--- config.mk ---
export PLATFORM = sky130hd
export DESIGN_NAME = tsq_ctrl
export DESIGN_NICKNAME = d
export VERILOG_FILES = /design/src/tsq_pkg.sv /design/src/tsq_ctrl.sv
export VERILOG_INCLUDE_DIRS = /design/src /design/src/src
export SDC_FILE = /design/constraint.sdc
export NUM_CORES = 1
export LEC_CHECK = 0
export ABC_CLOCK_PERIOD_IN_PS = 2880
export CAP_MARGIN = 20
export CORE_MARGIN = 2
export CORE_UTILIZATION = 35
export DETAILED_ROUTE_END_ITERATION = 10
export DONT_BUFFER_PORTS = 1
export GPL_ROUTABILITY_DRIVEN = 0
export MAX_ROUTING_LAYER = met4
export SYNTH_ARGS = -nofsm -noshare
export SYNTH_HDL_FRONTEND = slang
export SYNTH_SLANG_ARGS = --single-unit
--- constraint.sdc ---
create_clock -name clk -period 2.88 [get_ports clk]
set_input_delay 0.576 -clock clk [delete_from_list [all_inputs] [get_ports clk]]
set_output_delay 0.576 -clock clk [all_outputs]
set_load 0.03 [all_outputs]
--- src/two_stack_queue_macros.svh ---
// ----------------------------------------------------------------------------
// two_stack_queue assertion macros
// Shared concurrent assertion shorthands, clocked on clk, held off in reset.
// ----------------------------------------------------------------------------
`ifndef TWO_STACK_QUEUE_MACROS_SVH
`define TWO_STACK_QUEUE_MACROS_SVH

// same-cycle implication
`define TSQ_ASSERT_IMP(label, ante, cons, msg) \
  label: assert property (@(posedge clk) disable iff (!rst_n) (ante) |-> (cons)) \
    else $error(msg);

// next-cycle implication
`define TSQ_ASSERT_NXT(label, ante, cons, msg) \
  label: assert property (@(posedge clk) disable iff (!rst_n) (ante) |=> (cons)) \
    else $error(msg);

`endif

--- src/tsq_pkg.sv ---
// ----------------------------------------------------------------------------
// tsq_pkg
// Sizes, codes and shared types of the two-stack queue.
// ----------------------------------------------------------------------------
package tsq_pkg;

  localparam int DEPTH  = 128;
  localparam int DATA_W = 32;
  localparam int CNT_W  = $clog2(DEPTH + 1);
  localparam int ADDR_W = $clog2(DEPTH);
  localparam int OCC_W  = 9;
  localparam int SUM_W  = (CNT_W + 1 > OCC_W) ? CNT_W + 1 : OCC_W;

  localparam logic REQ_ENQ = 1'b0;
  localparam logic REQ_DEQ = 1'b1;

  localparam logic [1:0] ST_OK    = 2'd0;
  localparam logic [1:0] ST_FULL  = 2'd1;
  localparam logic [1:0] ST_EMPTY = 2'd2;

  typedef struct packed {
    logic              in_we;
    logic [ADDR_W-1:0] in_waddr;
    logic              in_re;
    logic [ADDR_W-1:0] in_raddr;
    logic              out_we;
    logic [ADDR_W-1:0] out_waddr;
    logic              out_re;
    logic [ADDR_W-1:0] out_raddr;
  } mem_req_t;

  function automatic logic [OCC_W-1:0] occ_sum(input logic [CNT_W-1:0] a,
                                               input logic [CNT_W-1:0] b);
    logic [SUM_W-1:0] s;
    s = SUM_W'(a) + SUM_W'(b);
    return s[OCC_W-1:0];
  endfunction

endpackage

--- src/tsq_ctrl.sv ---
// ----------------------------------------------------------------------------
// tsq_ctrl
// Stack pointers, request sequencing and result beat of the two-stack queue.
// ----------------------------------------------------------------------------
`include "two_stack_queue_macros.svh"

module tsq_ctrl (
  input  logic                        clk,
  input  logic                        rst_n,
  input  logic                        start,
  output logic                        busy,
  input  logic                        in_req_type,
  input  logic [tsq_pkg::DATA_W-1:0]  ib_rdata,
  input  logic [tsq_pkg::DATA_W-1:0]  ob_rdata,
  output tsq_pkg::mem_req_t           mem,
  output logic                        out_valid,
  output logic [tsq_pkg::DATA_W-1:0]  out_value,
  output logic [1:0]                  out_status,
  output logic [tsq_pkg::OCC_W-1:0]   out_occupancy
);

  localparam logic [1:0] S_IDLE = 2'd0;
  localparam logic [1:0] S_DEQ  = 2'd1;
  localparam logic [1:0] S_XFER = 2'd2;
  localparam logic [1:0] S_LAST = 2'd3;

  logic [1:0]                 state_r, state_nxt;
  logic [tsq_pkg::CNT_W-1:0]  in_cnt_r, in_cnt_nxt;
  logic [tsq_pkg::CNT_W-1:0]  out_cnt_r, out_cnt_nxt;
  logic                       res_vld_r, res_vld_nxt;
  logic [tsq_pkg::DATA_W-1:0] res_val_r, res_val_nxt;
  logic [1:0]                 res_st_r, res_st_nxt;
  logic [tsq_pkg::OCC_W-1:0]  res_occ_r, res_occ_nxt;

  assign busy = (state_r != S_IDLE);

  always_comb begin
    state_nxt   = state_r;
    in_cnt_nxt  = in_cnt_r;
    out_cnt_nxt = out_cnt_r;
    mem         = '0;
    res_vld_nxt = 1'b0;
    res_val_nxt = '0;
    res_st_nxt  = tsq_pkg::ST_OK;
    res_occ_nxt = '0;
    unique case (state_r)
      S_IDLE: begin
        if (start) begin
          if (in_req_type == tsq_pkg::REQ_ENQ) begin
            res_vld_nxt = 1'b1;
            if (in_cnt_r == tsq_pkg::CNT_W'(tsq_pkg::DEPTH)) begin
              res_st_nxt  = tsq_pkg::ST_FULL;
              res_occ_nxt = tsq_pkg::occ_sum(in_cnt_r, out_cnt_r);
            end else begin
              mem.in_we    = 1'b1;
              mem.in_waddr = in_cnt_r[tsq_pkg::ADDR_W-1:0];
              in_cnt_nxt   = in_cnt_r + 1'b1;
              res_occ_nxt  = tsq_pkg::occ_sum(in_cnt_nxt, out_cnt_r);
            end
          end else if (out_cnt_r != '0) begin
            out_cnt_nxt   = out_cnt_r - 1'b1;
            mem.out_re    = 1'b1;
            mem.out_raddr = out_cnt_nxt[tsq_pkg::ADDR_W-1:0];
            state_nxt     = S_DEQ;
          end else if (in_cnt_r != '0) begin
            in_cnt_nxt   = in_cnt_r - 1'b1;
            mem.in_re    = 1'b1;
            mem.in_raddr = in_cnt_nxt[tsq_pkg::ADDR_W-1:0];
            state_nxt    = (in_cnt_nxt == '0) ? S_LAST : S_XFER;
          end else begin
            res_vld_nxt = 1'b1;
            res_st_nxt  = tsq_pkg::ST_EMPTY;
            res_occ_nxt = tsq_pkg::occ_sum(in_cnt_r, out_cnt_r);
          end
        end
      end
      S_DEQ: begin
        res_vld_nxt = 1'b1;
        res_val_nxt = ob_rdata;
        res_occ_nxt = tsq_pkg::occ_sum(in_cnt_r, out_cnt_r);
        state_nxt   = S_IDLE;
      end
      S_XFER: begin
        // push the element read last cycle, pop the next one
        mem.out_we    = 1'b1;
        mem.out_waddr = out_cnt_r[tsq_pkg::ADDR_W-1:0];
        out_cnt_nxt   = out_cnt_r + 1'b1;
        in_cnt_nxt    = in_cnt_r - 1'b1;
        mem.in_re     = 1'b1;
        mem.in_raddr  = in_cnt_nxt[tsq_pkg::ADDR_W-1:0];
        if (in_cnt_nxt == '0) begin
          state_nxt = S_LAST;
        end
      end
      S_LAST: begin
        // oldest element goes straight out, never lands in the outbound stack
        res_vld_nxt = 1'b1;
        res_val_nxt = ib_rdata;
        res_occ_nxt = tsq_pkg::occ_sum(in_cnt_r, out_cnt_r);
        state_nxt   = S_IDLE;
      end
      default: begin
        state_nxt = S_IDLE;
      end
    endcase
  end

  always_ff @(posedge clk) begin
    if (!rst_n) begin
      state_r   <= S_IDLE;
      in_cnt_r  <= '0;
      out_cnt_r <= '0;
      res_vld_r <= 1'b0;
    end else begin
      state_r   <= state_nxt;
      in_cnt_r  <= in_cnt_nxt;
      out_cnt_r <= out_cnt_nxt;
      res_vld_r <= res_vld_nxt;
    end
  end

  always_ff @(posedge clk) begin
    res_val_r <= res_val_nxt;
    res_st_r  <= res_st_nxt;
    res_occ_r <= res_occ_nxt;
  end

  assign out_valid     = res_vld_r;
  assign out_value     = res_val_r;
  assign out_status    = res_st_r;
  assign out_occupancy = res_occ_r;

  `TSQ_ASSERT_IMP(a_cnt_bound, 1'b1, (in_cnt_r <= tsq_pkg::CNT_W'(tsq_pkg::DEPTH)) && (out_cnt_r <= tsq_pkg::CNT_W'(tsq_pkg::DEPTH)), "stack count past depth")
  `TSQ_ASSERT_IMP(a_port_excl, 1'b1, !(mem.in_we && mem.in_re) && !(mem.out_we && mem.out_re), "read and write on one memory in one cycle")
  `TSQ_ASSERT_NXT(a_beat_follows, start && !busy, res_vld_r || busy, "accepted request produced neither beat nor work")
  `TSQ_ASSERT_NXT(a_last_beat, state_r == S_LAST, res_vld_r && !busy, "transfer end gave no beat")
  `TSQ_ASSERT_IMP(a_empty_beat, res_vld_r && (res_st_r == tsq_pkg::ST_EMPTY), (res_val_r == '0) && (res_occ_r == '0), "empty beat carries data")

endmodule

### Word level (Yosys, flattened, before mapping)

Index checks and enable logic that the tools add are counted.

| word-level totals | value |
|---|---|
| register bits after elaboration | 62 |
| output and inout port bits | 77 |
| bits of input ports | 68 |
| word-level logic and storage cells | 82 |

| operators by class | value |
|---|---|
| equality and inequality tests | 12 |
| muxes and demuxes | 46 |
| reductions and logical operators | 11 |
| add/sub/neg operators | 6 |

Operators by type and width:

| operator | count |
|---|---|
| $mux W8 | 19 |
| $pmux W32 S2 | 1 |
| $pmux W8 S2 | 3 |
| $mux W9 | 5 |
| $add A8 B8 Y9 | 2 |
| $pmux W9 S2 | 1 |
| $add A8 B1 Y8 const B | 2 |
| $mux W16 | 1 |
| $mux W2 | 8 |
| $reduce_bool A8 Y1 | 2 |
| $sub A8 B1 Y8 const B | 2 |
| $ne A3 B3 Y1 const B | 4 |
| $eq A8 B8 Y1 const B | 1 |
| $logic_not A8 Y1 | 1 |
| $ne A2 B2 Y1 const B | 4 |
| $reduce_and A4 Y1 | 2 |
| $mux W1 | 6 |
| $pmux W2 S3 | 1 |
| $reduce_and A5 Y1 | 1 |
| $eq A2 B2 Y1 const B | 2 |
| $reduce_bool A2 Y1 | 2 |
| $eq A2 B1 Y1 const B | 1 |
| $logic_not A2 Y1 | 1 |
| $pmux W1 S2 | 1 |
| other kinds (2) | 2 |

### Logic depth before layout (Yosys ltp)

Gate-level depths: netlist of run 1.

| logic depth | value |
|---|---|
| word-level depth | 8 |
| depth in mapped cells | 9 |
| mapped depth without buffers | 9 |

### Least setup slack after synthesis of run 1

No wires, ideal clock.

| path | value |
|---|---|
| path kind | register -> output |
| from | reg out_cnt_r[1] (netlist bit) |
| to | out mem[18] (netlist bit) |
| arrival time | 1.971 ns |
| slack | 0.333 ns |
| path buffers | 0 |
| data required time | 2.304 ns |
| cell stages (with the launch flop) | 8 |
| path through | dfxtp_1 inv_1 ha_1 nor3b_2 nand2_1 nor2b_1 a21oi_2 nor2_1 |

RTL lines:

| what | RTL line | text |
|---|---|---|
| start, declared | tsq_ctrl.sv:29 | `logic [tsq_pkg::CNT_W-1:0] out_cnt_r, out_cnt_nxt;` |
| start signal, assigned | tsq_ctrl.sv:117 | `out_cnt_r <= out_cnt_nxt;` |
| end, declared | tsq_ctrl.sv:15 | `output tsq_pkg::mem_req_t mem,` |

==> impl_metrics.tcl, run 1 <==
set metrics [dict create \
    route.final.wire_length_mm 10.7 \
    max-slew-margin-rel_pct 59.4 \
    final_cells 608 \
    synthCells 442 \
    core_area_um2 10900 \
    ys_seq_area_share_pct 31.6 \
    finalSetupTns_ps 0 \
    start_kind "register" \
    synth_area_per_cell_um2 8.89 \
    clock_skew_ps 8.69 \
    yosys.area_share.simple_pct 24.8 \
    syn2layout_area_growth_pct 13.7 \
    pin_count 145 \
    cpLargestDelayFamily "simple AND/OR/NAND/NOR gates" \
    required_ps 2300 \
    place_hpwl_mm 8.01 \
    cts_num_sinks 62 \
    antenna_found_initial 0 \
    port-buffer-count 0 \
    clock_latency_ps 350 \
    tightest_slew_ps 606 \
    max_freq_ghz 0.363 \
    drv_slew 0 \
    die_h_um 110 \
    cts_tree "done" \
    ctsLongestPathBuffers 2 \
    yosys_warnings 0 \
    drv_cap 0 \
    rows 38 \
    clk_pin_slew_worst_paths_ps 80 \
    synth_compound_area_share_pct 13.1 \
    first_pass_iters 4 \
    dr_total_vias 3238 \
    ys.flop_type "dfxtp_1" \
    grt_pass1_vias 2970 \
    grt.overflow.total 0 \
    fin_util_pct 41.0 \
    p_leak_nw 1.82 \
    setup_viol 0 \
    synthAdderAreaFrac_pct 8.02 \
    status "finished, final reports clean" \
    drtIter0Drc 279 \
    die_w_um 110 \
    power_density_nw_per_um2 1410 \
    drive_gt1_share_pct 17.1 \
    antennaDiodeCount 0 \
    cts_hold_buf 0 \
    grt_pass1_wl_mm 15.6 \
    synthXorXnorAreaFrac_pct 6.46 \
    yosysUniqueCellTypes 62 \
    arrival_ps 2180 \
    crit_fanout 6 \
    async_reset_ff_share_pct 0 \
    grt_util_all_layers_pct 17.7 \
    netlist_area_um2 3930 \
    hp-class "primary input to register" \
    synth_top_family_by_area "simple AND/OR/NAND/NOR gates" \
    path_common_cell "buf_4" \
    antenna_left 0 \
    cts_root_buffer "clkbuf_8" \
    fin_nets 555 \
    critPathBufInv 3 \
    period_minus_slack_ps 2760 \
    hold_slack_ps 305 \
    cts_buffers 9 \
    avgViaCountPerCell 5.33 \
    hold_viol_final 0 \
    drc 0 \
    dp.cells 591 \
    syn_nets 534 \
    rsz0062_at_grt "no" \
    ys_ff_latch 62 \
    route.detailed.wl_per_inst_um 17.6 \
    vdd_drop_max_mv 0.613 \
    power.total_mw 6.30 \
    cpPeakStageDelay_ps 410 \
    path_cells "inv_1, ha_1, buf_4, or3b_1, nor3_1, xnor2_1, nor2_1, buf_4" \
    grt_max_degree 34 \
    die_area_um2 12100 \
    synth_mux_area_share_pct 11.2 \
    post-route-period-util_pct 95.7 \
    crit_type "register to output port" \
    start_util_pct 36.1 \
    endpoint_kind "output port" \
    cp_slowest_cell "or3b_1" \
    synth_edf_count 0 \
    htreeDepth 3 \
]
## per-layer routing
metal	track usage, %	routed length (µm)
met1	24.1	4870
met2	25.4	4960
met3	3.88	683
met4	6.87	183
met5	-	0
## cell usage after synthesis, types with 3 or more instances
cell      number  area, µm²
o22ai_1        5       31.3
nand2_1       20       75.1
and3_1         5       31.3
buf_4          3       22.5
mux2i_1       44        440
dfxtp_1       62       1240
nor3_1         8       40.0
o21ai_0       13       65.1
nor3_2         4       40.0
xor2_1        11       96.3
a21o_1         3       22.5
nand3_1        9       45.0
o21a_1         5       37.5
nor2b_1       34        213
xnor2_1       18        158
nor2_1        42        158
buf_2          7       35.0
buf_6          3       33.8
o32ai_1        3       26.3
and2_1        10       62.6
a31oi_1        3       18.8
a21oi_1       21        105
nand2b_1      11       68.8
inv_1         12       45.0
or3_1          4       25.0
nand4_1        5       31.3
clkbuf_1      10       37.5
a211oi_1       4       30.0
ha_1          22        275
## worst reg2reg max path, delay by kind of cell (launching register included)
kind / cells / cell delay [ps]
xor gates and xnor gates: 1 / 160
AOI/OAI and AO/OA: 5 / 940
and+or+nand+nor: 1 / 300
DFF: 1 / 680
adders and majority gates: 1 / 280
## cell usage in the layout, fill, tap and decap left out, types with 2 or more instances in the layout
cell type / n
ha_1: 21
a21o_1: 3
a211oi_1: 4
and3_1: 5
nor3_4: 2
nand4_1: 5
mux2i_1: 44
nor2b_1: 33
o32ai_1: 3
nor3b_1: 2
nand3_1: 9
xor2_1: 11
dfxtp_2: 2
xnor2_1: 18
nor3_2: 4
o22ai_1: 5
nand2b_1: 11
nand2_1: 18
inv_1: 10
o21a_1: 5
o211ai_1: 2
nand3b_1: 2
nor2_1: 41
dfxtp_1: 60
a21oi_1: 21
clkbuf_8: 10
nand2_2: 2
a22oi_1: 2
and2_1: 10
nor3_1: 8
or3_1: 4
and3b_1: 2
clkinvlp_4: 3
o21ai_0: 13
a31oi_1: 3
inv_2: 2
buf_4: 35
fa_1: 2
## timing repair
action	in CTS	in global routing
resized for setup	3	7
setup endpoints to repair	11	16
setup buffers	0	1
endpoints found under the hold margin	0	0
pin swaps	1	1
## kinds of logic after synthesis
kind of cell | after synthesis
adder cells (fa/ha/maj) | 24
AO/OA/AOI/OAI | 76
buffers and inverters | 38
flip-flops | 62
XOR/XNOR | 29
AND/OR/NAND/NOR | 169
multiplexers | 44
## sequential cells by signal, indices dropped and copies added, names as in the netlist
| signal | flops |
|---|---|
| state_r | 2 |
| out_occupancy | 9 |
| out_value | 32 |
| out_status | 2 |
| in_cnt_r | 8 |
| out_cnt_r | 8 |
| out_valid | 1 |
## final timing paths
| kind | to | from | cells past startpoint | slack, ps |
|---|---|---|---|---|
| max | mem[22] | in_cnt_r[0]$_SDFFE_PN0P_ | 8 | 120 |
| min | out_status[0]$_SDFF_PP0_ | in_req_type | 1 | 310 |
| max reg2reg | out_occupancy[8]$_DFF_P_ | in_cnt_r[2]$_SDFFE_PN0P_ | 8 | 410 |
| min reg2reg | out_cnt_r[7]$_SDFFE_PN0P_ | out_cnt_r[7]$_SDFFE_PN0P_ | 2 | 590 |
## layout make-up
class,instances,area (µm²)
clock buffer,10,138
clock inverter,6,70.1
fill,1082,6420
inverter,13,51.3
multi-input combinational,342,2530
sequential,62,1240
tap,140,175
timing repair buffer,35,263
## stage by stage
stage                     instance area (µm²)  setup WS [ps]
final                                    4470            124
after global routing                     4470          0.734
after CTS                                4450           14.2
after detailed placement                 4230            185
after global placement                   4230            290
after floorplan                          3930            333
## power breakdown
group | total, mW | leakage (nW) | switching [mW] | internal [mW]
combinational | 3.79 | 1.22 | 2.19 | 1.61
sequential | 1.69 | 0.505 | 0.568 | 1.12
clock | 0.817 | 0.0951 | 0.390 | 0.427
Power figures use the tool's default switching activity.
==> inputs of run 2 (changes only) <==
PLACE_DENSITY = 0.49   (was default)
==> impl_metrics.tcl, run 2 (synthesized netlist as in run 1, its figures left out) <==
set metrics [dict create \
    status "finished, final reports clean" \
    rsz0062_at_grt "no" \
    required_ps 2300 \
    first_pass_iters 4 \
    tightest_slew_ps 890 \
    arrival_ps 2130 \
    fin_util_pct 40.8 \
    place_hpwl_mm 7.70 \
    placed_area_um2 4220 \
    syn2layout_area_growth_pct 13.0 \
    drc 0 \
    max-slew-margin-rel_pct 40.6 \
    seqPwrFrac_pct 27.0 \
    dr_total_vias 3173 \
    ctsLongestPathBuffers 2 \
    nFillCells 1123 \
    setup_viol 0 \
    regToRegEndpoint "out_occupancy[8]$_DFF_P_" \
    antennaDiodeCount 0 \
    largest_reg_flops 32 \
    clk_pin_slew_worst_paths_ps 70 \
    critPathLaunch "state_r[0]$_SDFFE_PN0P_" \
    antenna_found_initial 0 \
    start_util_pct 36.1 \
    final_cells 609 \
    hold-path-cell-count 1 \
    grt.overflow.total 0 \
    multi_input_area_um2 2530 \
    die_area_um2 12100 \
    cts_root_buffer "clkbuf_8" \
    p_sw_mw 3.12 \
    clock_latency_ps 350 \
    crit_end "mem[0]" \
    port-buffer-count 0 \
    antenna_left 0 \
    r2r-start "in_cnt_r[2]$_SDFFE_PN0P_" \
    drtIter0Drc 189 \
    final_common_cell "dfxtp_1" \
    max_freq_ghz 0.369 \
    rows 38 \
    vdd_drop_max_mv 0.558 \
    avgViaCountPerCell 5.21 \
    clkPwrFrac_pct 11.4 \
    route.final.wire_length_mm 10.3 \
    grt_max_degree 33 \
    crit_fanout 8 \
    hold_viol_final 0 \
    core_area_um2 10900 \
    period_minus_slack_ps 2710 \
    combinationalPowerShare_pct 61.6 \
    finalSetupTns_ps 0 \
    pin_count 145 \
    p_leak_nw 1.82 \
    hold_slack_ps 317 \
    final_cell_mix "61 x dfxtp_1, 44 x mux2i_1, 41 x nor2_1" \
    drive_gt1_share_pct 16.8 \
    die_w_um 110 \
    netSwitchingFraction_pct 50.4 \
    dp.cells 590 \
    hp-class "primary input to register" \
    cts_buffers 9 \
    grt_pass1_vias 2944 \
    cts_num_sinks 62 \
    reg2reg_setup_slack_ps 370 \
    power_density_nw_per_um2 1390 \
    rr_worst_depth 8 \
    final-seq-area_um2 1240 \
    fin_nets 556 \
    cts_hold_buf 0 \
    die_h_um 110 \
    cts_tree "done" \
    start_kind "register" \
    grt_pass1_wl_mm 15.4 \
    grt_util_all_layers_pct 17.5 \
    clock_skew_ps 5.74 \
    htreeDepth 3 \
    drv_cap 0 \
    power.internal_mw 3.06 \
    route.detailed.wl_per_inst_um 17.0 \
    drv_slew 0 \
    endpoint_kind "output port" \
    finalInstanceArea_um2 4440 \
    post-route-period-util_pct 94.0 \
    crit_type "register to output port" \
]
-- run 2: cell count changes in the layout (fill, tap and decap cells not counted) --
cell        before  now
bufinv_16        1    0
nor3_2           4    5
clkinv_4         1    2
inv_2            2    1
nand2_1         18   19
dfxtp_1         60   61
clkinvlp_4       3    1
inv_1           10   11
nor3_1           8    7
clkinv_2         0    3
dfxtp_2          2    1
buf_4           35   36
nand2_2          2    1
clkbuf_8        10    9
-- run 2: layout make-up --
type | instances | area share, %
clock buffers | 9 | 2.79
flip-flops and latches | 62 | 28.0
well taps | 140 | 3.94
multi-input cells | 342 | 57.0
inverters | 13 | 1.15
clock inverters | 7 | 1.10
repair buffers | 36 | 6.08
-- run 2: worst min-delay path by stage --
stage | from | slack (ps) | end
after floorplan | out_cnt_r[7]$_SDFFE_PN0P_ | 490 | out_cnt_r[7]$_SDFFE_PN0P_
after global placement | out_cnt_r[7]$_SDFFE_PN0P_ | 560 | out_cnt_r[7]$_SDFFE_PN0P_
after detailed placement | out_cnt_r[7]$_SDFFE_PN0P_ | 580 | out_cnt_r[7]$_SDFFE_PN0P_
after CTS | in_req_type | 300 | out_status[0]$_SDFF_PP0_
after global routing | in_req_type | 300 | out_status[0]$_SDFF_PP0_
final | in_req_type | 320 | out_status[0]$_SDFF_PP0_
-- run 2: per-layer routing --
metal	vias to the layer above	GRT usage, %	part of all wire [%]	wire (µm)
met5	-	-	0	0
met4	0	6.69	1.4	147
met3	12	4.00	5.5	573
met2	95	26.4	47	4860
met1	1486	22.9	46	4760
li1	1580	-	-	-
-- run 2: repair_timing --
action                                  in CTS  in global routing
setup buffers                                0                  3
pin swaps                                    1                  1
resized for setup                            2                  6
endpoints found under the setup margin       8                 16
-- run 2: per-stage QoR --
stage / total power [mW] / setup slack [ps]
2_1_floorplan: 4.44 / 333
3_5_place_dp: 5.33 / 257
4_1_cts: 6.09 / 8.81
6_report: 6.18 / 172
3_3_place_gp: 5.31 / 341
5_1_grt: 6.66 / 18.2
-- run 2: power by group through the flow --
stage	sequential, mW	clock (mW)	combinational (mW)
floorplan	1.57	0	2.87
global placement	1.69	0	3.63
detailed placement	1.69	0	3.63
CTS	1.67	0.736	3.68
global route	1.71	0.768	4.18
finish	1.67	0.704	3.80
-- run 2: critical path, cell delays in order (launching register included) --
cell,delay (ps)
dfxtp_1,380
nor2_1,240
inv_1,240
nor2_2,280
nand2_1,270
nor2_1,180
buf_4,180
